<file path="src/hdl/bmp_stream_decoder_macros.svh">
// Assertion macros shared by the bitmap stream decoder RTL.
`ifndef BMP_STREAM_DECODER_MACROS_SVH
`define BMP_STREAM_DECODER_MACROS_SVH

// Same-cycle implication, sampled on the rising clock edge, off during reset.
`define BMP_SD_ASSERT_NOW(label, clk, rstn, ante, cons, msg) \
  label: assert property (@(posedge clk) disable iff (!rstn) (ante) |-> (cons)) \
    else $error(msg);

// Next-cycle implication, sampled on the rising clock edge, off during reset.
`define BMP_SD_ASSERT_NEXT(label, clk, rstn, ante, cons, msg) \
  label: assert property (@(posedge clk) disable iff (!rstn) (ante) |=> (cons)) \
    else $error(msg);

`endif

</file>
<file path="src/hdl/bmp_sd_pkg.sv">
// Types and constants shared by the bitmap stream decoder modules.
package bmp_sd_pkg;

  localparam int unsigned BMP_MAX_WIDTH  = 4096;
  localparam int unsigned BMP_MAX_HEIGHT = 4096;

  // Parser phases
  localparam logic [2:0] PH_HEADER = 3'd0;
  localparam logic [2:0] PH_SKIP   = 3'd1;
  localparam logic [2:0] PH_PIXELS = 3'd2;
  localparam logic [2:0] PH_PAD    = 3'd3;
  localparam logic [2:0] PH_IDLE   = 3'd4;

  // Result kinds
  localparam logic [1:0] KIND_PIXEL  = 2'd0;
  localparam logic [1:0] KIND_HEADER = 2'd1;
  localparam logic [1:0] KIND_ERROR  = 2'd2;

  // Error codes
  localparam logic [3:0] ERR_NONE        = 4'd0;
  localparam logic [3:0] ERR_TYPE        = 4'd1;
  localparam logic [3:0] ERR_RESERVED    = 4'd2;
  localparam logic [3:0] ERR_INFO_SIZE   = 4'd3;
  localparam logic [3:0] ERR_WIDTH       = 4'd4;
  localparam logic [3:0] ERR_HEIGHT      = 4'd5;
  localparam logic [3:0] ERR_PLANES      = 4'd6;
  localparam logic [3:0] ERR_DEPTH       = 4'd7;
  localparam logic [3:0] ERR_COMPRESSION = 4'd8;
  localparam logic [3:0] ERR_OFFSET      = 4'd9;
  localparam logic [3:0] ERR_TOO_LARGE   = 4'd10;

  // Header byte positions on which a field completes
  localparam logic [5:0] HDR_TYPE_END     = 6'd1;
  localparam logic [5:0] HDR_RESERVED_END = 6'd9;
  localparam logic [5:0] HDR_OFFSET_END   = 6'd13;
  localparam logic [5:0] HDR_INFO_END     = 6'd17;
  localparam logic [5:0] HDR_WIDTH_END    = 6'd21;
  localparam logic [5:0] HDR_HEIGHT_END   = 6'd25;
  localparam logic [5:0] HDR_PLANES_END   = 6'd27;
  localparam logic [5:0] HDR_DEPTH_END    = 6'd29;
  localparam logic [5:0] HDR_COMPR_END    = 6'd33;
  localparam logic [5:0] HDR_LAST         = 6'd53;

  localparam logic [15:0] BMP_MAGIC     = 16'h4D42;  // 'B' then 'M'
  localparam logic [31:0] BMP_INFO_SIZE = 32'd40;
  localparam logic [31:0] BMP_HDR_BYTES = 32'd54;
  localparam logic [15:0] BMP_BPP_24    = 16'd24;
  localparam logic [15:0] BMP_BPP_32    = 16'd32;
  localparam logic [7:0]  BMP_OPAQUE    = 8'd255;

  typedef struct packed {
    logic [7:0] data_byte;
    logic       file_start;
  } in_item_t;

  typedef struct packed {
    logic [1:0]  kind;
    logic [3:0]  error_code;
    logic [7:0]  red;
    logic [7:0]  green;
    logic [7:0]  blue;
    logic [7:0]  alpha;
    logic [11:0] column;
    logic [11:0] row;
    logic        last_pixel;
    logic [12:0] image_width;
    logic [12:0] image_height;
  } res_t;

endpackage

</file>
<file path="src/hdl/bmp_sd_parse.sv">
// Header check, offset skip and pixel assembly for one file byte per cycle while step_en_i is high.
`include "bmp_stream_decoder_macros.svh"

module bmp_sd_parse #(
  parameter int unsigned MAX_WIDTH  = bmp_sd_pkg::BMP_MAX_WIDTH,
  parameter int unsigned MAX_HEIGHT = bmp_sd_pkg::BMP_MAX_HEIGHT
) (
  input  logic                 clk_i,
  input  logic                 rst_ni,
  input  logic                 step_en_i,
  input  bmp_sd_pkg::in_item_t item_i,
  output logic                 res_valid_o,
  output bmp_sd_pkg::res_t     res_o
);

  localparam int unsigned WW = $clog2(MAX_WIDTH + 1);
  localparam int unsigned HW = $clog2(MAX_HEIGHT + 1);

  logic [2:0]    phase_q, phase_d;
  logic [5:0]    pos_q, pos_d;
  logic [31:0]   shift_q, shift_d;
  logic [31:0]   offset_q, offset_d;
  logic [31:0]   skip_q, skip_d;
  logic [WW-1:0] width_q, width_d;
  logic          w_ovf_q, w_ovf_d;
  logic [HW-1:0] height_q, height_d;
  logic          h_ovf_q, h_ovf_d;
  logic          top_down_q, top_down_d;
  logic          four_q, four_d;
  logic [23:0]   pb_q, pb_d;
  logic [1:0]    bip_q, bip_d;
  logic [WW-1:0] col_q, col_d;
  logic [HW-1:0] row_q, row_d;
  logic [1:0]    pad_q, pad_d;

  logic [2:0]    cur_phase;
  logic [5:0]    cur_pos;
  logic [31:0]   cur_shift;
  logic [31:0]   v;
  logic [31:0]   h_abs;
  logic [7:0]    b;
  logic [23:0]   pb_base;
  logic [23:0]   pb_next;
  logic [23:0]   pix_bytes;
  logic [7:0]    pix_alpha;
  logic          pix_go;
  logic [WW:0]   col_inc;
  logic [HW:0]   row_inc;
  logic [HW-1:0] row_dst;
  logic          last;
  logic [31:0]   col_ext, row_ext, w_ext, h_ext;
  logic          emit;
  bmp_sd_pkg::res_t res;

  assign b         = item_i.data_byte;
  assign cur_phase = item_i.file_start ? bmp_sd_pkg::PH_HEADER : phase_q;
  assign cur_pos   = item_i.file_start ? 6'd0 : pos_q;
  assign cur_shift = item_i.file_start ? 32'd0 : shift_q;
  assign v         = {b, cur_shift[31:8]};
  assign h_abs     = v[31] ? (~v + 32'd1) : v;

  assign col_inc = {1'b0, col_q} + {{WW{1'b0}}, 1'b1};
  assign row_inc = {1'b0, row_q} + {{HW{1'b0}}, 1'b1};
  assign last    = (col_inc == {1'b0, width_q}) && (row_inc == {1'b0, height_q});
  assign row_dst = top_down_q ? row_q : (height_q - {{(HW-1){1'b0}}, 1'b1} - row_q);
  assign col_ext = 32'(col_q);
  assign row_ext = 32'(row_dst);
  assign w_ext   = 32'(width_q);
  assign h_ext   = 32'(height_q);

  // Byte lanes of the pixel: B at 0, G at 1, R at 2; a new pixel starts clear.
  always_comb begin
    pb_base = (bip_q == 2'd0) ? 24'd0 : pb_q;
    pb_next = pb_base;
    unique case (bip_q)
      2'd0:    pb_next[7:0]   = b;
      2'd1:    pb_next[15:8]  = b;
      2'd2:    pb_next[23:16] = b;
      default: pb_next        = pb_base;
    endcase
  end

  always_comb begin
    phase_d    = phase_q;
    pos_d      = pos_q;
    shift_d    = shift_q;
    offset_d   = offset_q;
    skip_d     = skip_q;
    width_d    = width_q;
    w_ovf_d    = w_ovf_q;
    height_d   = height_q;
    h_ovf_d    = h_ovf_q;
    top_down_d = top_down_q;
    four_d     = four_q;
    pb_d       = pb_q;
    bip_d      = bip_q;
    col_d      = col_q;
    row_d      = row_q;
    pad_d      = pad_q;
    emit       = 1'b0;
    res        = '0;
    pix_bytes  = pb_q;
    pix_alpha  = b;
    pix_go     = 1'b0;

    if (step_en_i) begin
      phase_d = cur_phase;
      unique case (cur_phase)
        bmp_sd_pkg::PH_HEADER: begin
          shift_d = v;
          pos_d   = cur_pos + 6'd1;
          case (cur_pos)
            bmp_sd_pkg::HDR_TYPE_END: begin
              if (v[31:16] != bmp_sd_pkg::BMP_MAGIC) begin
                emit = 1'b1;
                res.error_code = bmp_sd_pkg::ERR_TYPE;
              end
            end
            bmp_sd_pkg::HDR_RESERVED_END: begin
              if (v != 32'd0) begin
                emit = 1'b1;
                res.error_code = bmp_sd_pkg::ERR_RESERVED;
              end
            end
            bmp_sd_pkg::HDR_OFFSET_END: offset_d = v;
            bmp_sd_pkg::HDR_INFO_END: begin
              if (v != bmp_sd_pkg::BMP_INFO_SIZE) begin
                emit = 1'b1;
                res.error_code = bmp_sd_pkg::ERR_INFO_SIZE;
              end
            end
            bmp_sd_pkg::HDR_WIDTH_END: begin
              if (v == 32'd0 || v[31]) begin
                emit = 1'b1;
                res.error_code = bmp_sd_pkg::ERR_WIDTH;
              end else begin
                width_d = v[WW-1:0];
                w_ovf_d = v > 32'(MAX_WIDTH);
              end
            end
            bmp_sd_pkg::HDR_HEIGHT_END: begin
              if (v == 32'd0) begin
                emit = 1'b1;
                res.error_code = bmp_sd_pkg::ERR_HEIGHT;
              end else begin
                top_down_d = v[31];
                height_d   = h_abs[HW-1:0];
                h_ovf_d    = h_abs > 32'(MAX_HEIGHT);
              end
            end
            bmp_sd_pkg::HDR_PLANES_END: begin
              if (v[31:16] != 16'd1) begin
                emit = 1'b1;
                res.error_code = bmp_sd_pkg::ERR_PLANES;
              end
            end
            bmp_sd_pkg::HDR_DEPTH_END: begin
              if (v[31:16] != bmp_sd_pkg::BMP_BPP_24 && v[31:16] != bmp_sd_pkg::BMP_BPP_32) begin
                emit = 1'b1;
                res.error_code = bmp_sd_pkg::ERR_DEPTH;
              end else begin
                four_d = (v[31:16] == bmp_sd_pkg::BMP_BPP_32);
              end
            end
            bmp_sd_pkg::HDR_COMPR_END: begin
              if (v != 32'd0) begin
                emit = 1'b1;
                res.error_code = bmp_sd_pkg::ERR_COMPRESSION;
              end
            end
            bmp_sd_pkg::HDR_LAST: begin
              emit = 1'b1;
              if (offset_q < bmp_sd_pkg::BMP_HDR_BYTES) begin
                res.error_code = bmp_sd_pkg::ERR_OFFSET;
              end else if (w_ovf_q || h_ovf_q) begin
                res.error_code = bmp_sd_pkg::ERR_TOO_LARGE;
              end else begin
                res.kind         = bmp_sd_pkg::KIND_HEADER;
                res.image_width  = w_ext[12:0];
                res.image_height = h_ext[12:0];
                skip_d = offset_q - bmp_sd_pkg::BMP_HDR_BYTES;
                if (offset_q != bmp_sd_pkg::BMP_HDR_BYTES) begin
                  phase_d = bmp_sd_pkg::PH_SKIP;
                end else begin
                  phase_d = bmp_sd_pkg::PH_PIXELS;
                  bip_d   = 2'd0;
                  pb_d    = 24'd0;
                  col_d   = '0;
                  row_d   = '0;
                end
              end
            end
            default: ;
          endcase
          // Any failed check ends the file.
          if (emit && res.kind != bmp_sd_pkg::KIND_HEADER) begin
            res.kind = bmp_sd_pkg::KIND_ERROR;
            phase_d  = bmp_sd_pkg::PH_IDLE;
          end
        end
        bmp_sd_pkg::PH_SKIP: begin
          skip_d = skip_q - 32'd1;
          if (skip_q == 32'd1) begin
            phase_d = bmp_sd_pkg::PH_PIXELS;
            bip_d   = 2'd0;
            pb_d    = 24'd0;
            col_d   = '0;
            row_d   = '0;
          end
        end
        bmp_sd_pkg::PH_PIXELS: begin
          if (bip_q != 2'd3) begin
            pix_bytes = pb_next;
            pix_alpha = bmp_sd_pkg::BMP_OPAQUE;
            if (bip_q != 2'd2 || four_q) begin
              pb_d  = pb_next;
              bip_d = bip_q + 2'd1;
            end else begin
              pix_go = 1'b1;
            end
          end else begin
            pix_go = 1'b1;
          end
          if (pix_go) begin
            emit           = 1'b1;
            bip_d          = 2'd0;
            res.kind       = bmp_sd_pkg::KIND_PIXEL;
            res.red        = pix_bytes[23:16];
            res.green      = pix_bytes[15:8];
            res.blue       = pix_bytes[7:0];
            res.alpha      = pix_alpha;
            res.column     = col_ext[11:0];
            res.row        = row_ext[11:0];
            res.last_pixel = last;
            col_d          = col_inc[WW-1:0];
            if (col_inc >= {1'b0, width_q}) begin
              col_d = '0;
              row_d = row_inc[HW-1:0];
              if (last || row_inc >= {1'b0, height_q}) begin
                phase_d = bmp_sd_pkg::PH_IDLE;
              end else if (!four_q && w_ext[1:0] != 2'd0) begin
                pad_d   = w_ext[1:0];
                phase_d = bmp_sd_pkg::PH_PAD;
              end
            end
          end
        end
        bmp_sd_pkg::PH_PAD: begin
          pad_d = pad_q - 2'd1;
          if (pad_q == 2'd1) begin
            phase_d = bmp_sd_pkg::PH_PIXELS;
          end
        end
        default: ;
      endcase
    end
  end

  always_ff @(posedge clk_i or negedge rst_ni) begin
    if (!rst_ni) begin
      phase_q    <= bmp_sd_pkg::PH_HEADER;
      pos_q      <= '0;
      shift_q    <= '0;
      offset_q   <= '0;
      skip_q     <= '0;
      width_q    <= '0;
      w_ovf_q    <= 1'b0;
      height_q   <= '0;
      h_ovf_q    <= 1'b0;
      top_down_q <= 1'b0;
      four_q     <= 1'b0;
      pb_q       <= '0;
      bip_q      <= '0;
      col_q      <= '0;
      row_q      <= '0;
      pad_q      <= '0;
    end else begin
      phase_q    <= phase_d;
      pos_q      <= pos_d;
      shift_q    <= shift_d;
      offset_q   <= offset_d;
      skip_q     <= skip_d;
      width_q    <= width_d;
      w_ovf_q    <= w_ovf_d;
      height_q   <= height_d;
      h_ovf_q    <= h_ovf_d;
      top_down_q <= top_down_d;
      four_q     <= four_d;
      pb_q       <= pb_d;
      bip_q      <= bip_d;
      col_q      <= col_d;
      row_q      <= row_d;
      pad_q      <= pad_d;
    end
  end

  assign res_valid_o = emit;
  assign res_o       = res;

  `BMP_SD_ASSERT_NOW(a_hdr_on_last_byte, clk_i, rst_ni,
    emit && res.kind == bmp_sd_pkg::KIND_HEADER, cur_pos == bmp_sd_pkg::HDR_LAST,
    "header result away from the final header byte")
  `BMP_SD_ASSERT_NOW(a_pixel_in_row, clk_i, rst_ni,
    emit && res.kind == bmp_sd_pkg::KIND_PIXEL, col_q < width_q && row_q < height_q,
    "pixel position outside the accepted image")
  `BMP_SD_ASSERT_NEXT(a_idle_holds, clk_i, rst_ni,
    phase_q == bmp_sd_pkg::PH_IDLE && !(step_en_i && item_i.file_start),
    phase_q == bmp_sd_pkg::PH_IDLE, "parser left idle without a file start")
  `BMP_SD_ASSERT_NOW(a_pad_only_24bpp, clk_i, rst_ni,
    phase_q == bmp_sd_pkg::PH_PAD, !four_q && pad_q != 2'd0,
    "row padding outside a 24-bit image")

endmodule

</file>
<file path="src/hdl/bmp_sd_outreg.sv">
// Result register between the parser and the output stream.
module bmp_sd_outreg (
  input  logic             clk_i,
  input  logic             rst_ni,
  input  logic             in_valid_i,
  input  bmp_sd_pkg::res_t in_res_i,
  output logic             ready_o,
  output logic             out_valid_o,
  input  logic             out_ready_i,
  output bmp_sd_pkg::res_t out_res_o
);

  logic             valid_q;
  bmp_sd_pkg::res_t res_q;

  // Advance whenever the held result is gone or leaves this cycle.
  assign ready_o = !valid_q || out_ready_i;

  always_ff @(posedge clk_i or negedge rst_ni) begin
    if (!rst_ni) begin
      valid_q <= 1'b0;
    end else if (ready_o) begin
      valid_q <= in_valid_i;
    end
  end

  always_ff @(posedge clk_i) begin
    if (ready_o && in_valid_i) begin
      res_q <= in_res_i;
    end
  end

  assign out_valid_o = valid_q;
  assign out_res_o   = res_q;

endmodule

</file>
<file path="src/hdl/bmp_stream_decoder.sv">
// Streaming decoder for uncompressed 24/32-bit bitmap files, one file byte per transfer.
// Feed the file one byte per transfer with s_axis_tuser set on its first byte; that
// restarts the parse at any point, and after an error or the final pixel all bytes are
// dropped until the next marked byte. The 54-byte header is checked field by field and
// either an error or a header result (width, absolute height) comes out; then the
// bytes up to the pixel offset and the row padding of 24-bit images are skipped and
// each complete pixel comes out as RGBA with its column and top-first row. One byte is
// taken every cycle while the output keeps up: an input register and a result register
// bracket the combinational parse logic, so a result comes from the result register once
// the parse of its last byte from the input register is taken in, and the input stalls
// only when the result register is full and held.
module bmp_stream_decoder #(
  parameter int unsigned MAX_WIDTH  = bmp_sd_pkg::BMP_MAX_WIDTH,
  parameter int unsigned MAX_HEIGHT = bmp_sd_pkg::BMP_MAX_HEIGHT
) (
  input  logic        clk_i,
  input  logic        rst_ni,
  input  logic        s_axis_tvalid,
  output logic        s_axis_tready,
  input  logic [7:0]  s_axis_tdata,   // [7:0] data_byte
  input  logic [0:0]  s_axis_tuser,   // [0] file_start
  output logic        m_axis_tvalid,
  input  logic        m_axis_tready,
  output logic [87:0] m_axis_tdata,   // [3:0] error_code, [11:4] red, [19:12] green,
                                      // [27:20] blue, [35:28] alpha, [47:36] column,
                                      // [59:48] row, [72:60] image_width,
                                      // [85:73] image_height, [87:86] zero
  output logic [1:0]  m_axis_tuser,   // [1:0] kind
  output logic        m_axis_tlast    // last_pixel
);

  logic                 in_valid_q;
  bmp_sd_pkg::in_item_t in_item_q;
  logic                 advance;
  logic                 step_en;
  logic                 res_valid;
  bmp_sd_pkg::res_t     res;
  bmp_sd_pkg::res_t     out_res;

  assign s_axis_tready = !in_valid_q || advance;
  assign step_en       = in_valid_q && advance;

  always_ff @(posedge clk_i or negedge rst_ni) begin
    if (!rst_ni) begin
      in_valid_q <= 1'b0;
    end else if (s_axis_tready) begin
      in_valid_q <= s_axis_tvalid;
    end
  end

  always_ff @(posedge clk_i) begin
    if (s_axis_tvalid && s_axis_tready) begin
      in_item_q.data_byte  <= s_axis_tdata;
      in_item_q.file_start <= s_axis_tuser[0];
    end
  end

  bmp_sd_parse #(
    .MAX_WIDTH  (MAX_WIDTH),
    .MAX_HEIGHT (MAX_HEIGHT)
  ) u_parse (
    .clk_i       (clk_i),
    .rst_ni      (rst_ni),
    .step_en_i   (step_en),
    .item_i      (in_item_q),
    .res_valid_o (res_valid),
    .res_o       (res)
  );

  bmp_sd_outreg u_outreg (
    .clk_i       (clk_i),
    .rst_ni      (rst_ni),
    .in_valid_i  (step_en && res_valid),
    .in_res_i    (res),
    .ready_o     (advance),
    .out_valid_o (m_axis_tvalid),
    .out_ready_i (m_axis_tready),
    .out_res_o   (out_res)
  );

  assign m_axis_tdata = {2'b00, out_res.image_height, out_res.image_width, out_res.row,
                         out_res.column, out_res.alpha, out_res.blue, out_res.green,
                         out_res.red, out_res.error_code};
  assign m_axis_tuser = out_res.kind;
  assign m_axis_tlast = out_res.last_pixel;

endmodule
</file>
<file path="config.mk">
export PLATFORM = sky130hd
export DESIGN_NAME = bmp_stream_decoder
export DESIGN_NICKNAME = d
export VERILOG_FILES = /design/src/hdl/bmp_sd_pkg.sv /design/src/hdl/bmp_sd_parse.sv /design/src/hdl/bmp_sd_outreg.sv /design/src/hdl/bmp_stream_decoder.sv
export VERILOG_INCLUDE_DIRS = /design/src /design/src/hdl
export SDC_FILE = /design/constraint.sdc
export NUM_CORES = 1
export LEC_CHECK = 0
export BUFFER_PORTS_ARGS = -buffer_cell sky130_fd_sc_hd__buf_2
export CORE_UTILIZATION = 40
export CTS_CLUSTER_SIZE = 30
export DETAILED_ROUTE_END_ITERATION = 6
export HOLD_SLACK_MARGIN = 0.02
export PLACE_DENSITY = 0.65
export SETUP_SLACK_MARGIN = 0.4
export SKIP_CTS_REPAIR_TIMING = 1
export SKIP_LAST_GASP = 1
export SLEW_MARGIN = 20
export SYNTH_ARGS = -nofsm -noshare
export SYNTH_HDL_FRONTEND = slang
export SYNTH_SLANG_ARGS = --single-unit
</file>
<file path="constraint.sdc">
create_clock -name clk_i -period 7.5 [get_ports clk_i]
set_input_delay 0.75 -clock clk_i [delete_from_list [all_inputs] [get_ports clk_i]]
set_output_delay 0.75 -clock clk_i [all_outputs]
set_load 0.01 [all_outputs]
</file>
==> results.md <==
- Crit path required time: 7.71 ns
- WL/cell: 18.8 um
- Area share of the largest cell type after synthesis: 28.9%
- Top_reg_cell synth: dfrtp_1
- Synth area leader: dfrtp_1
- Clk slew on worst S/H paths: 0.06 ns
- Cell Rows: 72
- CTS Buf Count: 31
- Share of flip-flops with an asynchronous set or reset: 65.1%
- Die height: 201 um
- Slew @ Worst Pin: 1.01 ns
- Vias per std cell: 5.74
- Status: complete, no violations
- ANT nets after route: 0
- Initial antenna violation count: 0
- Arrival time worst endpoint: 4.82 ns
- Lkg Pwr: 6.90 nW
- H-tree depth: 1
- Ys Warns: 0
- CTS sink count: 281
- CTS Root Cell: clkbuf_16
- First-pass GRT wire length: 70,000 um
- Hold crit path type: input port to asynchronous set/reset pin
- Vias post-DR: 13,300
- Final HPWL DP: 30,400 um
- Total power draw: 0.00399 W
- CTS tree: built
- GP Congestion: 0.902
- Core ar.: 38,800 um2
- Synth Register Bits: 281
- Port-buffer cells: 103
- Startpoint types: flop
- Clock skew: 0.0228 ns
- Worst setup EP type: flop
- Nets@finish: 1,841
- Post-synthesis cell count: 1,742
- Die X: 201 um
- DR pass1 iterations: 5
- Number of synthesized flops with an enable pin: 98
- Final Hold Fails: 0
- RSZ-0062 raised after global routing: false
- Vias in the first global route: 12,500
- Post-synthesis sequential area ratio: 47.5%
- GR Util All Layers: 21.5%
- CP startpoint: in_item_q[0]$_DFFE_PP_
- Maximum clock rate: 0.217 GHz
- VDD IR max: 0.156 mV
- CTS max path bufs: 3
- Total gr overflow: 0
- Crit-path max FO: 51
- Critical R2R Launch: in_item_q[0]$_DFFE_PP_
- Max-slew headroom: 32.3%
- Unique masters post-synth: 80
- Ranking of synthesized cells by area: dfrtp_1, edfxtp_1, o21ai_0
- Mapped Area: 15,800 um2
- Final setup viols: 0
- Initial core utilization: 40.8%
- Final slew viol count: 0
- Area grow syn2layout: 12.2%
- Share of cells above drive strength 1: 12.2%
- PD cells: 225 nW/um2
- Final Critical Period: 4.61 ns
- Max_cap viols: 0
- Period utilization: 61.5%
- DRC violation count after routing: 0
- Die ar.: 40,400 um2
- Initial drt markers: 1,249
- Worst-skew pair later-pin latency: 0.58 ns
- N_diodes: 0
- Largest net degree at the start of global routing: 88
- IO Pins: 106
- Setup TNS: 0 ns
- Avg Inst Size Synth: 9.08 um2
- Critical path class: flop to flop
- WL final: 43,600 um
[layer usage]
metal / track usage [%] / share of wire [%]
met1: 30.7 / 46
met2: 33.6 / 45
met3: 2.69 / 5.6
met4: 7.20 / 3.3
met5: 0 / 0
[metrics by stage]
step                      cells  instance area [um2]  setup WS, ns  utilization (%)  hold WS (ns)
after floorplan            1743                15800          2.17                -         0.450
after global placement     2262                16700          3.12             42.9         0.464
after detailed placement   2262                16700          2.97             42.9         0.471
after CTS                  2319                17700          2.95             45.7         0.201
after global routing       2319                17700          2.57             45.7         0.219
final                      2319                17700          2.89             45.7         0.157
[synth_stat cells, types with 13 or more instances]
master    number
o21ai_0      179
nand4_1       21
nor2b_1       14
a22o_1        27
a31oi_1       15
clkbuf_1      88
xnor2_1       37
edfxtp_1      98
nor3_1        75
nor2_1       159
o22ai_1       13
and2_1        23
buf_2         15
ha_1          50
or3_1         24
nand2_1      200
a21oi_1      102
a22oi_1       25
inv_1         68
nand3_1       54
nand2b_1      21
dfrtp_1      183
nor4_1        27
xor2_1        24
a21o_1        16
[placed cells by master, fill, tap and decap left out, drive strengths merged, types with 8 or more instances in the layout]
cell type / netlist / routed
a21oi: 103 / 103
a31oi: 15 / 15
or2: 12 / 12
and2: 23 / 23
ha: 50 / 50
or3: 24 / 24
a22o: 27 / 27
nor2: 162 / 162
nor4: 29 / 29
o21ai: 184 / 184
a211oi: 11 / 11
a21o: 16 / 16
a22oi: 25 / 25
dfrtp: 183 / 183
or4: 14 / 14
nand4: 21 / 21
xor2: 24 / 24
nand2: 201 / 201
and3: 9 / 9
buf: 30 / 119
o31ai: 8 / 8
nand2b: 22 / 22
edfxtp: 98 / 98
nor2b: 14 / 14
nor3: 75 / 75
inv: 68 / 69
o22ai: 13 / 13
xnor2: 37 / 37
clkbuf: 88 / 41
nand3: 55 / 55
[final cells by class]
cell class	instances	area, um2
inverter	68	255
multi-input combinational	1276	7590
fill	3694	21100
timing repair buffer	119	642
sequential	281	7520
clock inverter	16	199
clock buffer	41	885
tap	518	648
[final timing paths]
| path | to | slack (ns) | cells past startpoint |
|---|---|---|---|
| setup / recovery | u_outreg.out_res_o[21]$_SDFFCE_PP0P_ | 2.89 | 12 |
| hold / removal | u_parse.skip_q[28]$_DFFE_PN0P_ | 0.16 | 1 |
| setup reg to reg | u_outreg.out_res_o[21]$_SDFFCE_PP0P_ | 2.89 | 12 |
| hold reg to reg | u_parse.width_q[6]$_DFFE_PN0P_ | 0.48 | 2 |
| max in group asynchronous | u_parse.col_q[2]$_DFFE_PN0P_ | 5.90 | 2 |
| min in group clk_i | in_item_q[8]$_DFFE_PP_ | 0.34 | 1 |
[critical path, stage by stage (launching register included)]
cell and delay [ns]:
edfxtp_1 0.35, inv_1 0.05, buf_4 0.25, nand2_1 0.18, ha_1 0.43, inv_1 0.25
o31a_1 0.33, a211o_1 0.41, a211oi_1 0.26, nor4_1 0.10, a31oi_1 0.34, nand2b_4 0.64
buf_4 0.53
[state kept, by name (all words and copies together), names as in the netlist, 13 cells and up]
name and cells:
u_outreg.out_res_o 89, u_parse.col_q 13, u_parse.height_q 13, u_parse.offset_q 32, u_parse.pb_q 24, u_parse.row_q 13
u_parse.shift_q 24, u_parse.skip_q 32, u_parse.width_q 13
[logic make-up after synthesis]
| kind of cell | Yosys count | share of synthesized area [%] |
|---|---|---|
| other cells | 1 | 0.0237 |
| mux | 10 | 0.656 |
| simple gates | 683 | 21.2 |
| buf+inv | 186 | 4.72 |
| flops | 281 | 47.5 |
| xor+xnor | 61 | 3.38 |
| compound gates | 469 | 18.4 |
| fa+ha+maj | 51 | 4.08 |
[where the power goes]
part           total, W  switching (W)  internal, W
logic          0.000570       0.000377     0.000194
clock network   0.00161       0.000646     0.000965
registers       0.00181       0.000136      0.00168
total           0.00399        0.00116      0.00284
Power figures use the tool's default switching activity.
